===== config.mk =====
export PLATFORM = sky130hd
export DESIGN_NAME = hall_position_stall_monitor_top
export DESIGN_NICKNAME = d
export VERILOG_FILES = /design/src/hdl/hpsm_pkg.sv /design/src/hdl/hpsm_front.sv /design/src/hdl/hpsm_queue.sv /design/src/hdl/hpsm_back.sv /design/src/hdl/hall_position_stall_monitor_top.sv
export SDC_FILE = /design/constraint.sdc
export NUM_CORES = 1
export LEC_CHECK = 0
export BUFFER_PORTS_ARGS = -buffer_cell sky130_fd_sc_hd__buf_4
export CAP_MARGIN = 25
export CORE_MARGIN = 3
export CORE_UTILIZATION = 35
export CTS_CLUSTER_SIZE = 40
export DETAILED_ROUTE_END_ITERATION = 8
export GPL_TIMING_DRIVEN = 0
export PLACE_DENSITY = 0.55
export SLEW_MARGIN = 20
export SYNTH_ARGS = -nofsm -noshare
export SYNTH_HDL_FRONTEND = slang
export SYNTH_SLANG_ARGS = --single-unit

===== constraint.sdc =====
create_clock -name i_clk -period 3.5 [get_ports i_clk]
set_input_delay 0.7 -clock i_clk [delete_from_list [all_inputs] [get_ports i_clk]]
set_output_delay 0.7 -clock i_clk [all_outputs]
set_load 0.05 [all_outputs]

===== src/hdl/hpsm_pkg.sv =====
// Package: shared types and constants for the hall position and stall monitor.
`timescale 1ns / 1ps

package hpsm_pkg;

    localparam int HALL_W     = 3;
    localparam int MODE_W     = 2;
    localparam int SAMPLE_W   = 12;
    localparam int POS_W      = 16;
    localparam int INTERVAL_W = 14;
    localparam int TIMER_W    = 16;
    localparam int TABLE_W    = 24;
    localparam int CFG_DATA_W = 24;
    localparam int CFG_IDX_W  = 2;

    localparam int INTERVAL_MAX_DEFAULT = 10000;
    localparam int TIMER_MAX_DEFAULT    = 65000;

    localparam logic [TABLE_W-1:0]    FORWARD_TABLE_RESET  = 24'd1103256;
    localparam logic [TABLE_W-1:0]    REVERSE_TABLE_RESET  = 24'd680680;
    localparam logic [SAMPLE_W-1:0]   CURRENT_OFFSET_RESET = 12'd2048;
    localparam logic [TIMER_W-1:0]    STALL_LIMIT_RESET    = 16'd30000;

    localparam int QUEUE_DEPTH = 2;

    typedef enum logic {
        OP_HALL = 1'b0,
        OP_TICK = 1'b1
    } t_opcode;

    typedef enum logic [MODE_W-1:0] {
        MODE_IDLE    = 2'd0,
        MODE_RUNNING = 2'd1,
        MODE_STOPPED = 2'd2,
        MODE_OTHER   = 2'd3
    } t_run_mode;

    typedef enum logic [CFG_IDX_W-1:0] {
        CFG_FORWARD_TABLE  = 2'd0,
        CFG_REVERSE_TABLE  = 2'd1,
        CFG_CURRENT_OFFSET = 2'd2,
        CFG_STALL_LIMIT    = 2'd3
    } t_cfg_index;

    // One classified item as it travels from the front to the back.
    typedef struct packed {
        logic                is_tick;
        logic [HALL_W-1:0]   hall_pins;
        t_run_mode           run_mode;
        logic                motor_reverse;
        logic                calibrated;
        logic [SAMPLE_W-1:0] current_corr;
        logic [SAMPLE_W-1:0] voltage;
        logic [SAMPLE_W-1:0] temp;
    } t_item;

    // Queue handshake between front and back.
    typedef struct packed {
        logic  valid;
        t_item item;
    } t_queue_port;

    // new = floor(3/4 old) + floor(sample/4); never exceeds 12 bits.
    function automatic logic [SAMPLE_W-1:0] lowpass(
        input logic [SAMPLE_W-1:0] old_val,
        input logic [SAMPLE_W-1:0] sample
    );
        logic [SAMPLE_W+1:0] triple;
        logic [SAMPLE_W:0]   sum;
        begin
            triple = {2'b00, old_val} + {1'b0, old_val, 1'b0};
            sum    = {1'b0, triple[SAMPLE_W+1:2]} + {3'b000, sample[SAMPLE_W-1:2]};
            lowpass = sum[SAMPLE_W-1:0];
        end
    endfunction

endpackage


===== src/hdl/hpsm_front.sv =====
// Front stage: accepts input transfers and classifies them into queue items.
`timescale 1ns / 1ps

module hpsm_front (
    input  logic                          i_clk,
    input  logic                          i_rst_n,
    input  logic                          i_in_valid,
    output logic                          o_in_stall,
    input  logic                          i_opcode,
    input  logic [hpsm_pkg::HALL_W-1:0]   i_hall_pins,
    input  logic [hpsm_pkg::MODE_W-1:0]   i_run_mode,
    input  logic                          i_motor_reverse,
    input  logic                          i_calibrated,
    input  logic [hpsm_pkg::SAMPLE_W-1:0] i_current_sample,
    input  logic [hpsm_pkg::SAMPLE_W-1:0] i_voltage_sample,
    input  logic [hpsm_pkg::SAMPLE_W-1:0] i_temp_sample,
    input  logic [hpsm_pkg::SAMPLE_W-1:0] i_current_offset,
    input  logic                          i_queue_full,
    output hpsm_pkg::t_queue_port         o_push
);
    import hpsm_pkg::*;

    logic  r_valid;
    t_item r_item;
    t_item n_item;
    logic  push;
    logic  accept;

    assign push       = r_valid && !i_queue_full;
    assign o_in_stall = r_valid && i_queue_full;
    assign accept     = i_in_valid && !o_in_stall;

    always_comb begin
        n_item.is_tick       = (t_opcode'(i_opcode) == OP_TICK);
        n_item.hall_pins     = i_hall_pins;
        n_item.run_mode      = t_run_mode'(i_run_mode);
        n_item.motor_reverse = i_motor_reverse;
        n_item.calibrated    = i_calibrated;
        // offset minus sample, floored at zero
        n_item.current_corr  = (i_current_sample < i_current_offset) ?
                               (i_current_offset - i_current_sample) : '0;
        n_item.voltage       = i_voltage_sample;
        n_item.temp          = i_temp_sample;
    end

    always_ff @(posedge i_clk) begin
        if (!i_rst_n) begin
            r_valid <= 1'b0;
        end else if (accept) begin
            r_valid <= 1'b1;
        end else if (push) begin
            r_valid <= 1'b0;
        end
    end

    always_ff @(posedge i_clk) begin
        if (accept) begin
            r_item <= n_item;
        end
    end

    assign o_push.valid = push;
    assign o_push.item  = r_item;

endmodule


===== src/hdl/hpsm_queue.sv =====
// Short queue that decouples the classifying front from the executing back.
`timescale 1ns / 1ps

module hpsm_queue (
    input  logic                  i_clk,
    input  logic                  i_rst_n,
    input  hpsm_pkg::t_queue_port i_push,
    output logic                  o_full,
    input  logic                  i_pop,
    output hpsm_pkg::t_queue_port o_head
);
    import hpsm_pkg::*;

    localparam int PTR_W = $clog2(QUEUE_DEPTH);
    localparam int CNT_W = $clog2(QUEUE_DEPTH + 1);

    t_item            r_mem [QUEUE_DEPTH];
    logic [PTR_W-1:0] r_wr_ptr;
    logic [PTR_W-1:0] r_rd_ptr;
    logic [CNT_W-1:0] r_count;
    logic             do_pop;

    assign o_full       = (r_count == CNT_W'(QUEUE_DEPTH));
    assign o_head.valid = (r_count != '0);
    assign o_head.item  = r_mem[r_rd_ptr];
    assign do_pop       = i_pop && o_head.valid;

    always_ff @(posedge i_clk) begin
        if (i_push.valid) begin
            r_mem[r_wr_ptr] <= i_push.item;
        end
    end

    always_ff @(posedge i_clk) begin
        if (!i_rst_n) begin
            r_wr_ptr <= '0;
            r_rd_ptr <= '0;
            r_count  <= '0;
        end else begin
            if (i_push.valid) begin
                r_wr_ptr <= (r_wr_ptr == PTR_W'(QUEUE_DEPTH - 1)) ? '0 : r_wr_ptr + 1'b1;
            end
            if (do_pop) begin
                r_rd_ptr <= (r_rd_ptr == PTR_W'(QUEUE_DEPTH - 1)) ? '0 : r_rd_ptr + 1'b1;
            end
            case ({i_push.valid, do_pop})
                2'b10:   r_count <= r_count + 1'b1;
                2'b01:   r_count <= r_count - 1'b1;
                default: r_count <= r_count;
            endcase
        end
    end

endmodule


===== src/hdl/hpsm_back.sv =====
// Back stage: updates position, timers, filters and stall flags; holds the result register.
`timescale 1ns / 1ps

module hpsm_back #(
    parameter int INTERVAL_MAX = hpsm_pkg::INTERVAL_MAX_DEFAULT,
    parameter int TIMER_MAX    = hpsm_pkg::TIMER_MAX_DEFAULT
) (
    input  logic                            i_clk,
    input  logic                            i_rst_n,
    input  hpsm_pkg::t_queue_port           i_head,
    output logic                            o_pop,
    input  logic [hpsm_pkg::TABLE_W-1:0]    i_forward_table,
    input  logic [hpsm_pkg::TABLE_W-1:0]    i_reverse_table,
    input  logic [hpsm_pkg::TIMER_W-1:0]    i_stall_limit,
    output logic                            o_out_valid,
    input  logic                            i_out_stall,
    output logic signed [hpsm_pkg::POS_W-1:0] o_position,
    output logic                            o_sensor_fault,
    output logic                            o_forward_stall,
    output logic                            o_reverse_stall,
    output logic                            o_stall_status,
    output logic                            o_interval_valid,
    output logic [hpsm_pkg::INTERVAL_W-1:0] o_interval_ticks,
    output logic [hpsm_pkg::SAMPLE_W-1:0]   o_current_filtered,
    output logic [hpsm_pkg::SAMPLE_W-1:0]   o_voltage_filtered,
    output logic [hpsm_pkg::SAMPLE_W-1:0]   o_temp_filtered
);
    import hpsm_pkg::*;

    // architectural state
    logic [HALL_W-1:0]       r_hall_latched,  n_hall_latched;
    logic [HALL_W-1:0]       r_hall_seen,     n_hall_seen;
    logic signed [POS_W-1:0] r_position,      n_position;
    logic                    r_fault,         n_fault;
    logic [INTERVAL_W-1:0]   r_interval,      n_interval;
    logic [TIMER_W-1:0]      r_timer,         n_timer;
    logic                    r_fwd_stall,     n_fwd_stall;
    logic                    r_rev_stall,     n_rev_stall;
    logic                    r_status,        n_status;
    logic [SAMPLE_W-1:0]     r_filt_cur,      n_filt_cur;
    logic [SAMPLE_W-1:0]     r_filt_volt,     n_filt_volt;
    logic [SAMPLE_W-1:0]     r_filt_temp,     n_filt_temp;
    logic                    n_ivalid;
    logic [INTERVAL_W-1:0]   n_iticks;

    // result register
    logic                    r_out_valid;
    logic                    r_out_ivalid;
    logic [INTERVAL_W-1:0]   r_out_iticks;

    t_item                   item;
    logic [HALL_W-1:0]       fwd_next;
    logic [HALL_W-1:0]       rev_next;

    assign item  = i_head.item;
    assign o_pop = i_head.valid && (!r_out_valid || !i_out_stall);

    assign fwd_next = i_forward_table[3*r_hall_latched +: HALL_W];
    assign rev_next = i_reverse_table[3*r_hall_latched +: HALL_W];

    always_comb begin
        n_hall_latched = r_hall_latched;
        n_hall_seen    = r_hall_seen;
        n_position     = r_position;
        n_fault        = r_fault;
        n_interval     = r_interval;
        n_timer        = r_timer;
        n_fwd_stall    = r_fwd_stall;
        n_rev_stall    = r_rev_stall;
        n_status       = r_status;
        n_filt_cur     = r_filt_cur;
        n_filt_volt    = r_filt_volt;
        n_filt_temp    = r_filt_temp;
        n_ivalid       = 1'b0;
        n_iticks       = '0;

        if (!item.is_tick) begin
            // forward match wins when both tables agree
            if (item.hall_pins == fwd_next) begin
                n_position = r_position + 16'sd1;
                n_fault    = 1'b0;
            end else if (item.hall_pins == rev_next) begin
                n_position = r_position - 16'sd1;
                n_fault    = 1'b0;
            end else begin
                n_fault    = 1'b1;
            end
            n_hall_latched = item.hall_pins;
        end else begin
            if (r_interval < INTERVAL_W'(INTERVAL_MAX)) begin
                n_interval = r_interval + 1'b1;
            end
            n_filt_cur  = lowpass(r_filt_cur,  item.current_corr);
            n_filt_volt = lowpass(r_filt_volt, item.voltage);
            n_filt_temp = lowpass(r_filt_temp, item.temp);

            if (r_timer < TIMER_W'(TIMER_MAX)) begin
                n_timer = r_timer + 1'b1;
            end
            if (item.run_mode == MODE_STOPPED) begin
                n_timer = '0;
            end

            if (r_hall_seen != r_hall_latched) begin
                n_timer     = '0;
                n_hall_seen = r_hall_latched;
                n_ivalid    = 1'b1;
                n_iticks    = n_interval;
                n_interval  = '0;
            end

            if ((n_timer > i_stall_limit) && (item.run_mode == MODE_RUNNING)) begin
                if (item.motor_reverse) begin
                    n_rev_stall = 1'b1;
                end else begin
                    n_fwd_stall = 1'b1;
                end
                if (item.calibrated) begin
                    n_status = 1'b1;
                end
                n_timer = '0;
            end
        end
    end

    always_ff @(posedge i_clk) begin
        if (!i_rst_n) begin
            r_hall_latched <= '0;
            r_hall_seen    <= '0;
            r_position     <= '0;
            r_fault        <= 1'b0;
            r_interval     <= '0;
            r_timer        <= '0;
            r_fwd_stall    <= 1'b0;
            r_rev_stall    <= 1'b0;
            r_status       <= 1'b0;
            r_filt_cur     <= '0;
            r_filt_volt    <= '0;
            r_filt_temp    <= '0;
            r_out_valid    <= 1'b0;
        end else begin
            r_out_valid <= o_pop || (r_out_valid && i_out_stall);
            if (o_pop) begin
                r_hall_latched <= n_hall_latched;
                r_hall_seen    <= n_hall_seen;
                r_position     <= n_position;
                r_fault        <= n_fault;
                r_interval     <= n_interval;
                r_timer        <= n_timer;
                r_fwd_stall    <= n_fwd_stall;
                r_rev_stall    <= n_rev_stall;
                r_status       <= n_status;
                r_filt_cur     <= n_filt_cur;
                r_filt_volt    <= n_filt_volt;
                r_filt_temp    <= n_filt_temp;
            end
        end
    end

    always_ff @(posedge i_clk) begin
        if (o_pop) begin
            r_out_ivalid <= n_ivalid;
            r_out_iticks <= n_iticks;
        end
    end

    // state registers double as the result payload; they only move on a pop
    assign o_out_valid        = r_out_valid;
    assign o_position         = r_position;
    assign o_sensor_fault     = r_fault;
    assign o_forward_stall    = r_fwd_stall;
    assign o_reverse_stall    = r_rev_stall;
    assign o_stall_status     = r_status;
    assign o_interval_valid   = r_out_ivalid;
    assign o_interval_ticks   = r_out_iticks;
    assign o_current_filtered = r_filt_cur;
    assign o_voltage_filtered = r_filt_volt;
    assign o_temp_filtered    = r_filt_temp;

endmodule


===== src/hdl/hall_position_stall_monitor_top.sv =====
// Top level: configuration registers and the front / queue / back chain.
//
// Input channel (i_in_valid / o_in_stall) carries one item per transfer:
// a hall edge (opcode 0) or a control tick (opcode 1) with its samples.
// Output channel (o_out_valid / i_out_stall) returns exactly one result per
// item, in order: position, fault, sticky stall flags, interval, filters.
// From input transfer to result valid an item passes the front register, the
// queue, then the back stage that updates state and loads the result register.
// Throughput is one item per cycle while the receiver does not stall; the state
// update in the back stage is the loop that sets that figure.
// When the receiver stalls, the result register holds, the two-entry queue
// fills, then the front register fills and o_in_stall rises; no item is lost.
// Synchronous reset clears all state and counters, restores the register
// defaults and empties the pipeline. Configuration writes (i_cfg_we,
// i_cfg_index, i_cfg_data) take effect at the next edge and belong in idle
// periods.
`timescale 1ns / 1ps

module hall_position_stall_monitor_top #(
    parameter int INTERVAL_MAX = hpsm_pkg::INTERVAL_MAX_DEFAULT,
    parameter int TIMER_MAX    = hpsm_pkg::TIMER_MAX_DEFAULT
) (
    input  logic                            i_clk,
    input  logic                            i_rst_n,
    input  logic                            i_cfg_we,
    input  logic [hpsm_pkg::CFG_IDX_W-1:0]  i_cfg_index,
    input  logic [hpsm_pkg::CFG_DATA_W-1:0] i_cfg_data,
    input  logic                            i_in_valid,
    output logic                            o_in_stall,
    input  logic                            i_opcode,
    input  logic [hpsm_pkg::HALL_W-1:0]     i_hall_pins,
    input  logic [hpsm_pkg::MODE_W-1:0]     i_run_mode,
    input  logic                            i_motor_reverse,
    input  logic                            i_calibrated,
    input  logic [hpsm_pkg::SAMPLE_W-1:0]   i_current_sample,
    input  logic [hpsm_pkg::SAMPLE_W-1:0]   i_voltage_sample,
    input  logic [hpsm_pkg::SAMPLE_W-1:0]   i_temp_sample,
    output logic                            o_out_valid,
    input  logic                            i_out_stall,
    output logic signed [hpsm_pkg::POS_W-1:0] o_position,
    output logic                            o_sensor_fault,
    output logic                            o_forward_stall,
    output logic                            o_reverse_stall,
    output logic                            o_stall_status,
    output logic                            o_interval_valid,
    output logic [hpsm_pkg::INTERVAL_W-1:0] o_interval_ticks,
    output logic [hpsm_pkg::SAMPLE_W-1:0]   o_current_filtered,
    output logic [hpsm_pkg::SAMPLE_W-1:0]   o_voltage_filtered,
    output logic [hpsm_pkg::SAMPLE_W-1:0]   o_temp_filtered
);
    import hpsm_pkg::*;

    logic [TABLE_W-1:0]  r_forward_table;
    logic [TABLE_W-1:0]  r_reverse_table;
    logic [SAMPLE_W-1:0] r_current_offset;
    logic [TIMER_W-1:0]  r_stall_limit;

    t_queue_port push;
    t_queue_port head;
    logic        queue_full;
    logic        pop;

    always_ff @(posedge i_clk) begin
        if (!i_rst_n) begin
            r_forward_table  <= FORWARD_TABLE_RESET;
            r_reverse_table  <= REVERSE_TABLE_RESET;
            r_current_offset <= CURRENT_OFFSET_RESET;
            r_stall_limit    <= STALL_LIMIT_RESET;
        end else if (i_cfg_we) begin
            case (t_cfg_index'(i_cfg_index))
                CFG_FORWARD_TABLE:  r_forward_table  <= i_cfg_data[TABLE_W-1:0];
                CFG_REVERSE_TABLE:  r_reverse_table  <= i_cfg_data[TABLE_W-1:0];
                CFG_CURRENT_OFFSET: r_current_offset <= i_cfg_data[SAMPLE_W-1:0];
                CFG_STALL_LIMIT:    r_stall_limit    <= i_cfg_data[TIMER_W-1:0];
                default: ;
            endcase
        end
    end

    hpsm_front u_front (
        .i_clk            (i_clk),
        .i_rst_n          (i_rst_n),
        .i_in_valid       (i_in_valid),
        .o_in_stall       (o_in_stall),
        .i_opcode         (i_opcode),
        .i_hall_pins      (i_hall_pins),
        .i_run_mode       (i_run_mode),
        .i_motor_reverse  (i_motor_reverse),
        .i_calibrated     (i_calibrated),
        .i_current_sample (i_current_sample),
        .i_voltage_sample (i_voltage_sample),
        .i_temp_sample    (i_temp_sample),
        .i_current_offset (r_current_offset),
        .i_queue_full     (queue_full),
        .o_push           (push)
    );

    hpsm_queue u_queue (
        .i_clk   (i_clk),
        .i_rst_n (i_rst_n),
        .i_push  (push),
        .o_full  (queue_full),
        .i_pop   (pop),
        .o_head  (head)
    );

    hpsm_back #(
        .INTERVAL_MAX (INTERVAL_MAX),
        .TIMER_MAX    (TIMER_MAX)
    ) u_back (
        .i_clk              (i_clk),
        .i_rst_n            (i_rst_n),
        .i_head             (head),
        .o_pop              (pop),
        .i_forward_table    (r_forward_table),
        .i_reverse_table    (r_reverse_table),
        .i_stall_limit      (r_stall_limit),
        .o_out_valid        (o_out_valid),
        .i_out_stall        (i_out_stall),
        .o_position         (o_position),
        .o_sensor_fault     (o_sensor_fault),
        .o_forward_stall    (o_forward_stall),
        .o_reverse_stall    (o_reverse_stall),
        .o_stall_status     (o_stall_status),
        .o_interval_valid   (o_interval_valid),
        .o_interval_ticks   (o_interval_ticks),
        .o_current_filtered (o_current_filtered),
        .o_voltage_filtered (o_voltage_filtered),
        .o_temp_filtered    (o_temp_filtered)
    );

endmodule


==> qor.yml, run 1 <==
run_status:
  outcome: "completed"
synth:
  ys.flop_type: "sky130_fd_sc_hd__dfxtp_1"
  synth-edff-count: 129
  synth_cell_type_count: 74
  yosys_reg_bits: 304
  netlist_area_mm2: 0.0162
  synthesis.instances: 1643
  cell_type_with_the_highest_aggregate_area_in_the_netlist: "sky130_fd_sc_hd__edfxtp_1"
  synth.top_cell.area_share_pct: 24.0
  postSynthNetCount: 1833
  sequential_fraction_of_the_synthesis_area_pct: 45.7
  yosys-top-cells-area: "sky130_fd_sc_hd__edfxtp_1 24%, sky130_fd_sc_hd__dfxtp_1 22%, sky130_fd_sc_hd__ha_1 8.4%"
  syn_avg_cell_area_um2: 9.83
  ys_async_sr_fraction_pct: 0
  synth_most_common_cell: "sky130_fd_sc_hd__nand2_1"
  yosysWarningCount: 0
  post_synth_most_frequent_cells: "246 x sky130_fd_sc_hd__nand2_1, 175 x sky130_fd_sc_hd__dfxtp_1, 129 x sky130_fd_sc_hd__edfxtp_1"
detailed_routing:
  initialDrtViolationCount: 747
  finalWirelength_mm: 44.1
  dr.pass1.iters: 5
  drt-vias-per-instance: 5.05
  post-route-drc-count: 0
  wl_per_cell_um: 17.7
  vias: 12600
  antenna_violating_nets_post_route: 0
final_layout:
  antenna_cells: 0
  final-seq-area_mm2: 0.00740
  final-instance-count-excl-fill: 2485
  finalNetCount: 2050
  area_growth_syn_to_layout_pct: 23.5
  fillCellCount: 4426
  finish.utilization_pct: 43.9
  multi_input_area_mm2: 0.00867
  post_route_cells_drive_above_1_share_pct: 20.5
hold_path:
  min-delay-path-class: "input pin to register"
  min-delay-start: "i_temp_sample[2]"
  hold_path_end: "u_front.o_push[2]$_DFFE_PP_"
  worstHoldPathCells: 1
setup_path:
  critPathBufInv: 2
  worstPathMaxFanout: 7
  crit_path_max_incr_delay_ps: 530
  rr_worst_depth: 15
  reg2reg_from: "u_back.r_hall_latched[0]$_SDFFE_PN0P_"
  crit_type: "register to register"
  critPathLaunchType: "register"
  data_arrival_time_of_the_critical_path_ps: 3850
  most_prevalent_standard_cell_on_the_critical_path: "sky130_fd_sc_hd__mux2i_1"
  r2r_slack_ps: 80
  crit_family: "multiplexers"
  timing.critical_path.required_ps: 3940
  critical_path.slowest_cell: "sky130_fd_sc_hd__mux4_2"
  crit-reg2reg-capture: "u_back.o_position[15]$_SDFFE_PN0P_"
  ordered_list_of_cells_on_the_worst_path: "buf_12 > mux4_2 > mux2i_4 > xnor2_2 > nand3_4 > buf_6 > ha_4 > o21ai_1 > nor4_2 > nor2_1 > a31oi_1 > o22ai_1 > mux2i_1 > nand2_1 > mux2i_1"
  worstSetupEndpointType: "register"
place:
  dp.cells: 2389
  dpl.hpwl_mm: 32.1
  number_of_i_o_port_buffers: 142
  gpl.final_weighted_congestion: 0.852
timing:
  rsz0062_at_grt: "true"
  timing_max_transition_violations_final: 0
  final.period_utilization_pct: 97.6
  min_clock_period_post_route_ps: 3420
  timing.final.setup_violations: 0
  worst_slew_margin_rel_pct: 39.1
  max_clock_freq_mhz: 293
  finalClockSkew_ps: 22.3
  report.final.hold_viol_count: 0
  tightestPinTransition_ps: 914
clocking:
  cts_max_level: 2
  clock_sinks: 304
  insertion_delay_ps: 540
  cts_tree: "built"
  cts_hold_buffers: 0
  tritoncts.num_buffers: 35
  root_buffer: "sky130_fd_sc_hd__clkbuf_16"
  clk_transition_reported_paths_ps: 60
  cts-root-to-sink-buffers: 3
floorplanning:
  die-width_um: 221
  floorplan.io_pins: 148
  effective_utilization_at_floorplan_pct: 35.5
  placementRows: 78
  core_area_mm2: 0.0455
  die_height_um: 221
  design.die.area_mm2: 0.0488
pwr:
  seq_power_share_pct: 28.1
  power.share.switching_pct: 40.7
  clock_power_share_pct: 21.1
  power.switching_mw: 6.63
  pwr_density_cell_mw_per_mm2: 817
  max-vdd-ir-drop_mv: 0.396
  reported_leakage_power_nw: 8.08
  p_int_mw: 9.67
  power.share.combinational_pct: 50.8
global_routing:
  grt_pass1_vias: 12400
  grt_max_degree: 26
  grt_antenna_before_repair: 0
  grt_first_pass_wirelength_mm: 68.6
  gr-usage-all-layers_pct: 17.5
  globalRouteOverflowTotal: 0
run:
  cap_violations: 0
-- flip-flops by register name, indices dropped and copies added, names as in the netlist, 16 cells and up, named ones only --
register           flops
u_front.o_push        38
r_stall_limit         16
r_reverse_table       24
u_queue.r_mem         76
r_forward_table       24
u_back.r_timer        16
u_back.o_position     16
-- how the worst max path moves through the flow --
stage	to	cells past startpoint	from
after floorplan	u_back.o_current_filtered[11]$_SDFFE_PN0P_	13	u_back.o_current_filtered[1]$_SDFFE_PN0P_
after global placement	u_front.o_push[11]$_DFFE_PP_	2	i_in_valid
final	u_back.o_position[15]$_SDFFE_PN0P_	15	u_back.r_hall_latched[0]$_SDFFE_PN0P_
after global routing	u_back.o_position[15]$_SDFFE_PN0P_	15	u_back.r_hall_latched[0]$_SDFFE_PN0P_
after CTS	u_back.r_timer[4]$_SDFFE_PN0P_	17	u_back.r_hall_latched[0]$_SDFFE_PN0P_
after detailed placement	u_back.r_timer[4]$_SDFFE_PN0P_	15	register
-- power groups by stage --
stage	Combinational, mW	Sequential (mW)	Clock, mW
6_report	8.28	4.59	3.44
3_5_place_dp	7.13	4.64	0
4_1_cts	7.71	4.58	3.55
3_3_place_gp	7.01	4.64	0
2_1_floorplan	4.55	5.37	0
5_1_grt	9.03	4.65	3.68
-- cell type report --
type | instances | area share (%)
inverters | 59 | 1.11
plain buffers | 64 | 2.02
multi-input cells | 1213 | 43.4
clock buffers | 53 | 4.88
flip-flops and latches | 304 | 37.1
clock inverters | 9 | 0.357
repair buffers | 183 | 7.36
well taps | 600 | 3.76
-- cell families (layout without fill, tap and decap cells) --
| group | after synthesis | after routing | share of synthesized area, % |
|---|---|---|---|
| AOI/OAI and AO/OA | 368 | 368 | 14.7 |
| xor gates and xnor gates | 102 | 102 | 5.53 |
| adders and majority gates | 115 | 115 | 9.23 |
| buffers and inverters | 126 | 368 | 3.41 |
| DFF | 304 | 304 | 45.7 |
| muxes | 75 | 75 | 5.86 |
| and+or+nand+nor | 553 | 553 | 15.6 |
-- routing by layer --
metal	up-vias	part of all wire (%)	global-route usage [%]	wire, um
li1	6289	-	-	-
met1	5972	47	24.0	20900
met2	240	46	28.3	20400
met4	0	1.5	3.78	668
met3	52	4.9	3.86	2140
met5	-	0	0	0
-- layout by cell type, fill, tap and decap left out, types with 12 or more instances in the layout --
cell,Yosys,final
sky130_fd_sc_hd__edfxtp_1,129,129
sky130_fd_sc_hd__and2_1,16,16
sky130_fd_sc_hd__a31oi_1,15,15
sky130_fd_sc_hd__a21oi_2,0,15
sky130_fd_sc_hd__inv_1,59,59
sky130_fd_sc_hd__o21a_1,17,17
sky130_fd_sc_hd__and3_1,15,14
sky130_fd_sc_hd__nand3_1,45,42
sky130_fd_sc_hd__a21boi_0,45,41
sky130_fd_sc_hd__nor2_1,108,101
sky130_fd_sc_hd__nor2b_1,33,32
sky130_fd_sc_hd__a22o_1,13,13
sky130_fd_sc_hd__dfxtp_2,0,12
sky130_fd_sc_hd__dfxtp_1,175,162
sky130_fd_sc_hd__o21ai_0,59,45
sky130_fd_sc_hd__nand4_1,16,16
sky130_fd_sc_hd__mux2_2,31,31
sky130_fd_sc_hd__a211oi_1,16,12
sky130_fd_sc_hd__buf_4,2,173
sky130_fd_sc_hd__a21o_1,24,24
sky130_fd_sc_hd__clkbuf_1,55,61
sky130_fd_sc_hd__a21oi_1,114,98
sky130_fd_sc_hd__nand2_1,246,245
sky130_fd_sc_hd__xnor2_1,67,64
sky130_fd_sc_hd__mux2i_1,32,31
sky130_fd_sc_hd__clkbuf_16,0,35
sky130_fd_sc_hd__ha_1,108,101
sky130_fd_sc_hd__xor2_1,35,35
sky130_fd_sc_hd__nor3_1,22,20
-- stage by stage --
step | setup WS (ps) | TNS, ps | total power, mW | cell area, um^2 | hold slack (ps)
CTS | -16.0 | -50.0 | 15.8 | 19600 | 299
floorplan | -22.4 | -22.4 | 9.93 | 16200 | 421
global placement | -1260 | -101340 | 11.7 | 18000 | 425
detailed placement | -902 | -25000 | 11.8 | 18100 | 432
finish | 84.2 | 0 | 16.3 | 20000 | 334
global route | -83.0 | -362 | 17.4 | 20000 | 305
-- timing repair --
item / 4_1_cts / 5_1_grt
setup buffers: 23 / 13
pin swaps: 17 / 29
cloned: 1 / 0
setup endpoints to repair: 51 / 38
resized for setup: 59 / 78
Note: power is estimated with default switching activity, not from simulation.
==> run 2: changes to the inputs <==
- PLACE_DENSITY: 0.55 -> not set
- PLACE_DENSITY_LB_ADDON: not set -> 0.12
- clock period: 3.5 -> 3.9 ns (I/O delays scaled with it)
==> run 2 against run 1 <==
Sequential share of layout area is 0.84 points higher. Clock-buffer cell count is 4 lower. Non-clock buffer count is 32 lower. Via count is 1.1% lower. Critical path type unchanged. Final cell count is 1.0% lower. Critical endpoint is now u_back.r_timer[9]$_SDFFE_PN0P_. Fmax is 8.2% lower. Clock skew is 7.7 ps lower. Largest power group unchanged.
==> qor.yml, run 2 (synthesis results as in run 1) <==
timing:
  setup_total_negative_slack_ps: 0  # unchanged
  finalClockSkew_ps: 14.7  # -7.66 ps
  worst_slew_margin_rel_pct: 42.1  # +3.0 points
  max_clock_freq_mhz: 269  # -8.2%
  min_clock_period_post_route_ps: 3720  # +307 ps
  report.final.hold_viol_count: 0  # unchanged
  final.period_utilization_pct: 95.4  # -2.1 points
  rsz0062_at_grt: "true"
  timing.final.setup_violations: 0  # unchanged
  tightestPinTransition_ps: 868  # -45.5 ps
  timing_max_transition_violations_final: 0  # unchanged
setup_path:
  r2r_slack_ps: 180  # +90 ps
  data_arrival_time_of_the_critical_path_ps: 4200  # +350 ps
  reg2reg_from: "u_back.r_hall_latched[1]$_SDFFE_PN0P_"
  timing.critical_path.required_ps: 4380  # +440 ps
  worstPathMaxFanout: 10  # +3
  rr_worst_depth: 17  # +2
  worstSetupEndpointType: "register"
  startpoint: "u_back.r_hall_latched[1]$_SDFFE_PN0P_"
  critPathLaunchType: "register"
  crit_type: "register to register"
  crit-reg2reg-capture: "u_back.r_timer[9]$_SDFFE_PN0P_"
detailed_routing:
  dr.pass1.iters: 5  # unchanged
  post-route-drc-count: 0  # unchanged
  antenna_violating_nets_post_route: 0  # unchanged
  drt-vias-per-instance: 5.05  # about the same
  wl_per_cell_um: 17.8  # +0.31%
  initialDrtViolationCount: 738  # -1.2%
  vias: 12400  # -1.1%
  finalWirelength_mm: 43.8  # -0.70%
global_routing:
  globalRouteOverflowTotal: 0  # unchanged
  gr-usage-all-layers_pct: 17.6  # +0.10 points
  grt_max_degree: 39  # +50%
  grt_first_pass_wirelength_mm: 68.6  # about the same
  grt_antenna_before_repair: 0  # unchanged
  grt_pass1_vias: 12200  # -0.96%
hold_path:
  min-delay-path-class: "input pin to register"
  min-delay-start: "i_run_mode[0]"
  worstHoldPathCells: 1  # unchanged
  hold_path_end: "u_front.o_push[38]$_DFFE_PP_"
clocking:
  tritoncts.num_buffers: 38  # +8.6%
  cts_max_level: 2  # unchanged
  cts_hold_buffers: 0  # unchanged
  clock_sinks: 304  # unchanged
  cts_tree: "built"
  cts-root-to-sink-buffers: 3  # unchanged
  root_buffer: "sky130_fd_sc_hd__clkbuf_16"
  insertion_delay_ps: 550  # about the same
  clk_transition_reported_paths_ps: 60  # about the same
final_layout:
  max_flop_register: "u_queue.r_mem"
  post_route_cells_drive_above_1_share_pct: 16.8  # -3.8 points
  area_growth_syn_to_layout_pct: 20.5
  finish.utilization_pct: 42.8  # -1.1 points
  largest_register_ffs: 76  # unchanged
  layout_common_cells: "246 x sky130_fd_sc_hd__nand2_1, 172 x sky130_fd_sc_hd__dfxtp_1, 153 x sky130_fd_sc_hd__buf_4, 129 x sky130_fd_sc_hd__edfxtp_1, 111 x sky130_fd_sc_hd__a21oi_1"
  antenna_cells: 0  # unchanged
  fillCellCount: 4475  # +1.1%
  mostFrequentLayoutCell: "sky130_fd_sc_hd__nand2_1"
  finalNetCount: 2021  # -1.4%
pwr:
  p_int_mw: 8.54  # -12%
  seq_power_share_pct: 28.7  # +0.6 points
  reported_leakage_power_nw: 7.94  # -1.8%
  pwr_density_cell_mw_per_mm2: 732  # -10%
  max-vdd-ir-drop_mv: 0.321  # -19%
  clock_power_share_pct: 24.8  # +3.7 points
  power.share.combinational_pct: 46.5  # -4.3 points
  power.switching_mw: 5.72  # -14%
  power.share.switching_pct: 40.1  # -0.56 points
run:
  cap_violations: 0  # unchanged
place:
  number_of_i_o_port_buffers: 142  # unchanged
  gpl.final_weighted_congestion: 0.846  # -0.80%
  dpl.hpwl_mm: 32.1  # about the same
floorplanning:
  die_height_um: 221  # unchanged
  core_area_mm2: 0.0455  # unchanged
  floorplan.io_pins: 148  # unchanged
  effective_utilization_at_floorplan_pct: 35.5  # unchanged
  die-width_um: 221  # unchanged
  design.die.area_mm2: 0.0488  # unchanged
  placementRows: 78  # unchanged
run_status:
  outcome: "completed"
run 2: power groups by stage:
stage	Clock, mW	Combinational (mW)	Sequential (mW)
after floorplan	0	4.06	4.82
after CTS	3.65	6.53	4.09
after detailed placement	0	6.37	4.16
after global routing	3.78	7.32	4.15
after global placement	0	6.30	4.16
final	3.54	6.63	4.09
run 2: per-layer routing:
| metal | track usage [%] | part of all wire, % | vias up |
|---|---|---|---|
| li1 | - | - | 6252 |
| met1 | 25.0 | 49 | 5893 |
| met2 | 27.6 | 45 | 214 |
| met3 | 2.85 | 3.7 | 61 |
| met4 | 5.23 | 2.2 | 0 |
| met5 | 0 | 0 | - |
run 2: worst max path at each step:
stage	slack, ps	end	depth (start not counted)
after floorplan	260	u_back.o_current_filtered[11]$_SDFFE_PN0P_	13
after global placement	-810	u_front.o_push[11]$_DFFE_PP_	2
after detailed placement	-750	u_back.r_timer[4]$_SDFFE_PN0P_	15
after CTS	40	u_back.r_timer[9]$_SDFFE_PN0P_	18
after global routing	-40	u_back.o_position[15]$_SDFFE_PN0P_	14
final	180	u_back.r_timer[9]$_SDFFE_PN0P_	17
run 2: critical path, stage by stage (launching register included):
cell                      delay, ps
sky130_fd_sc_hd__dfxtp_1        300
sky130_fd_sc_hd__buf_4          170
sky130_fd_sc_hd__buf_8          160
sky130_fd_sc_hd__xnor2_1        200
sky130_fd_sc_hd__nand3_2        170
sky130_fd_sc_hd__a221o_2        450
sky130_fd_sc_hd__buf_2          230
sky130_fd_sc_hd__nor2_1         160
sky130_fd_sc_hd__ha_1           260
sky130_fd_sc_hd__a21o_1         180
sky130_fd_sc_hd__a21o_1         160
sky130_fd_sc_hd__a21oi_1        130
sky130_fd_sc_hd__o21ai_0        140
sky130_fd_sc_hd__or2_2          330
sky130_fd_sc_hd__o22ai_4        190
sky130_fd_sc_hd__buf_4          170
sky130_fd_sc_hd__a31oi_1         80
sky130_fd_sc_hd__a31oi_1        150
run 2: metrics by stage:
stage	hold WS [ps]	total power, mW	cells	setup WS, ps	area [um^2]
after detailed placement	431	10.5	2387	-750	18000
after global routing	390	15.2	2460	-35.8	19500
after floorplan	421	8.88	1643	261	16200
after global placement	423	10.5	2385	-813	18000
final	411	14.3	2460	178	19500
after CTS	379	14.3	2462	42.9	19400
run 2: area by class of cell:
class | instances | area [um^2] | share of cell area, %
clock inverter | 20 | 206 | 1.06
multi-input combinational | 1213 | 8370 | 43.0
buffer | 63 | 333 | 1.71
inverter | 59 | 221 | 1.14
tap | 600 | 751 | 3.86
sequential | 304 | 7380 | 37.9
clock buffer | 49 | 1040 | 5.36
timing repair buffer | 152 | 1170 | 5.99
run 2: timing repair:
| item | 4_1_cts | 5_1_grt |
|---|---|---|
| buffers inserted | 7 | 1 |
| pin swaps | 3 | 3 |
| gates cloned | 0 | 0 |
| endpoints found under the setup margin | 37 | 33 |
| gates resized for setup | 14 | 32 |
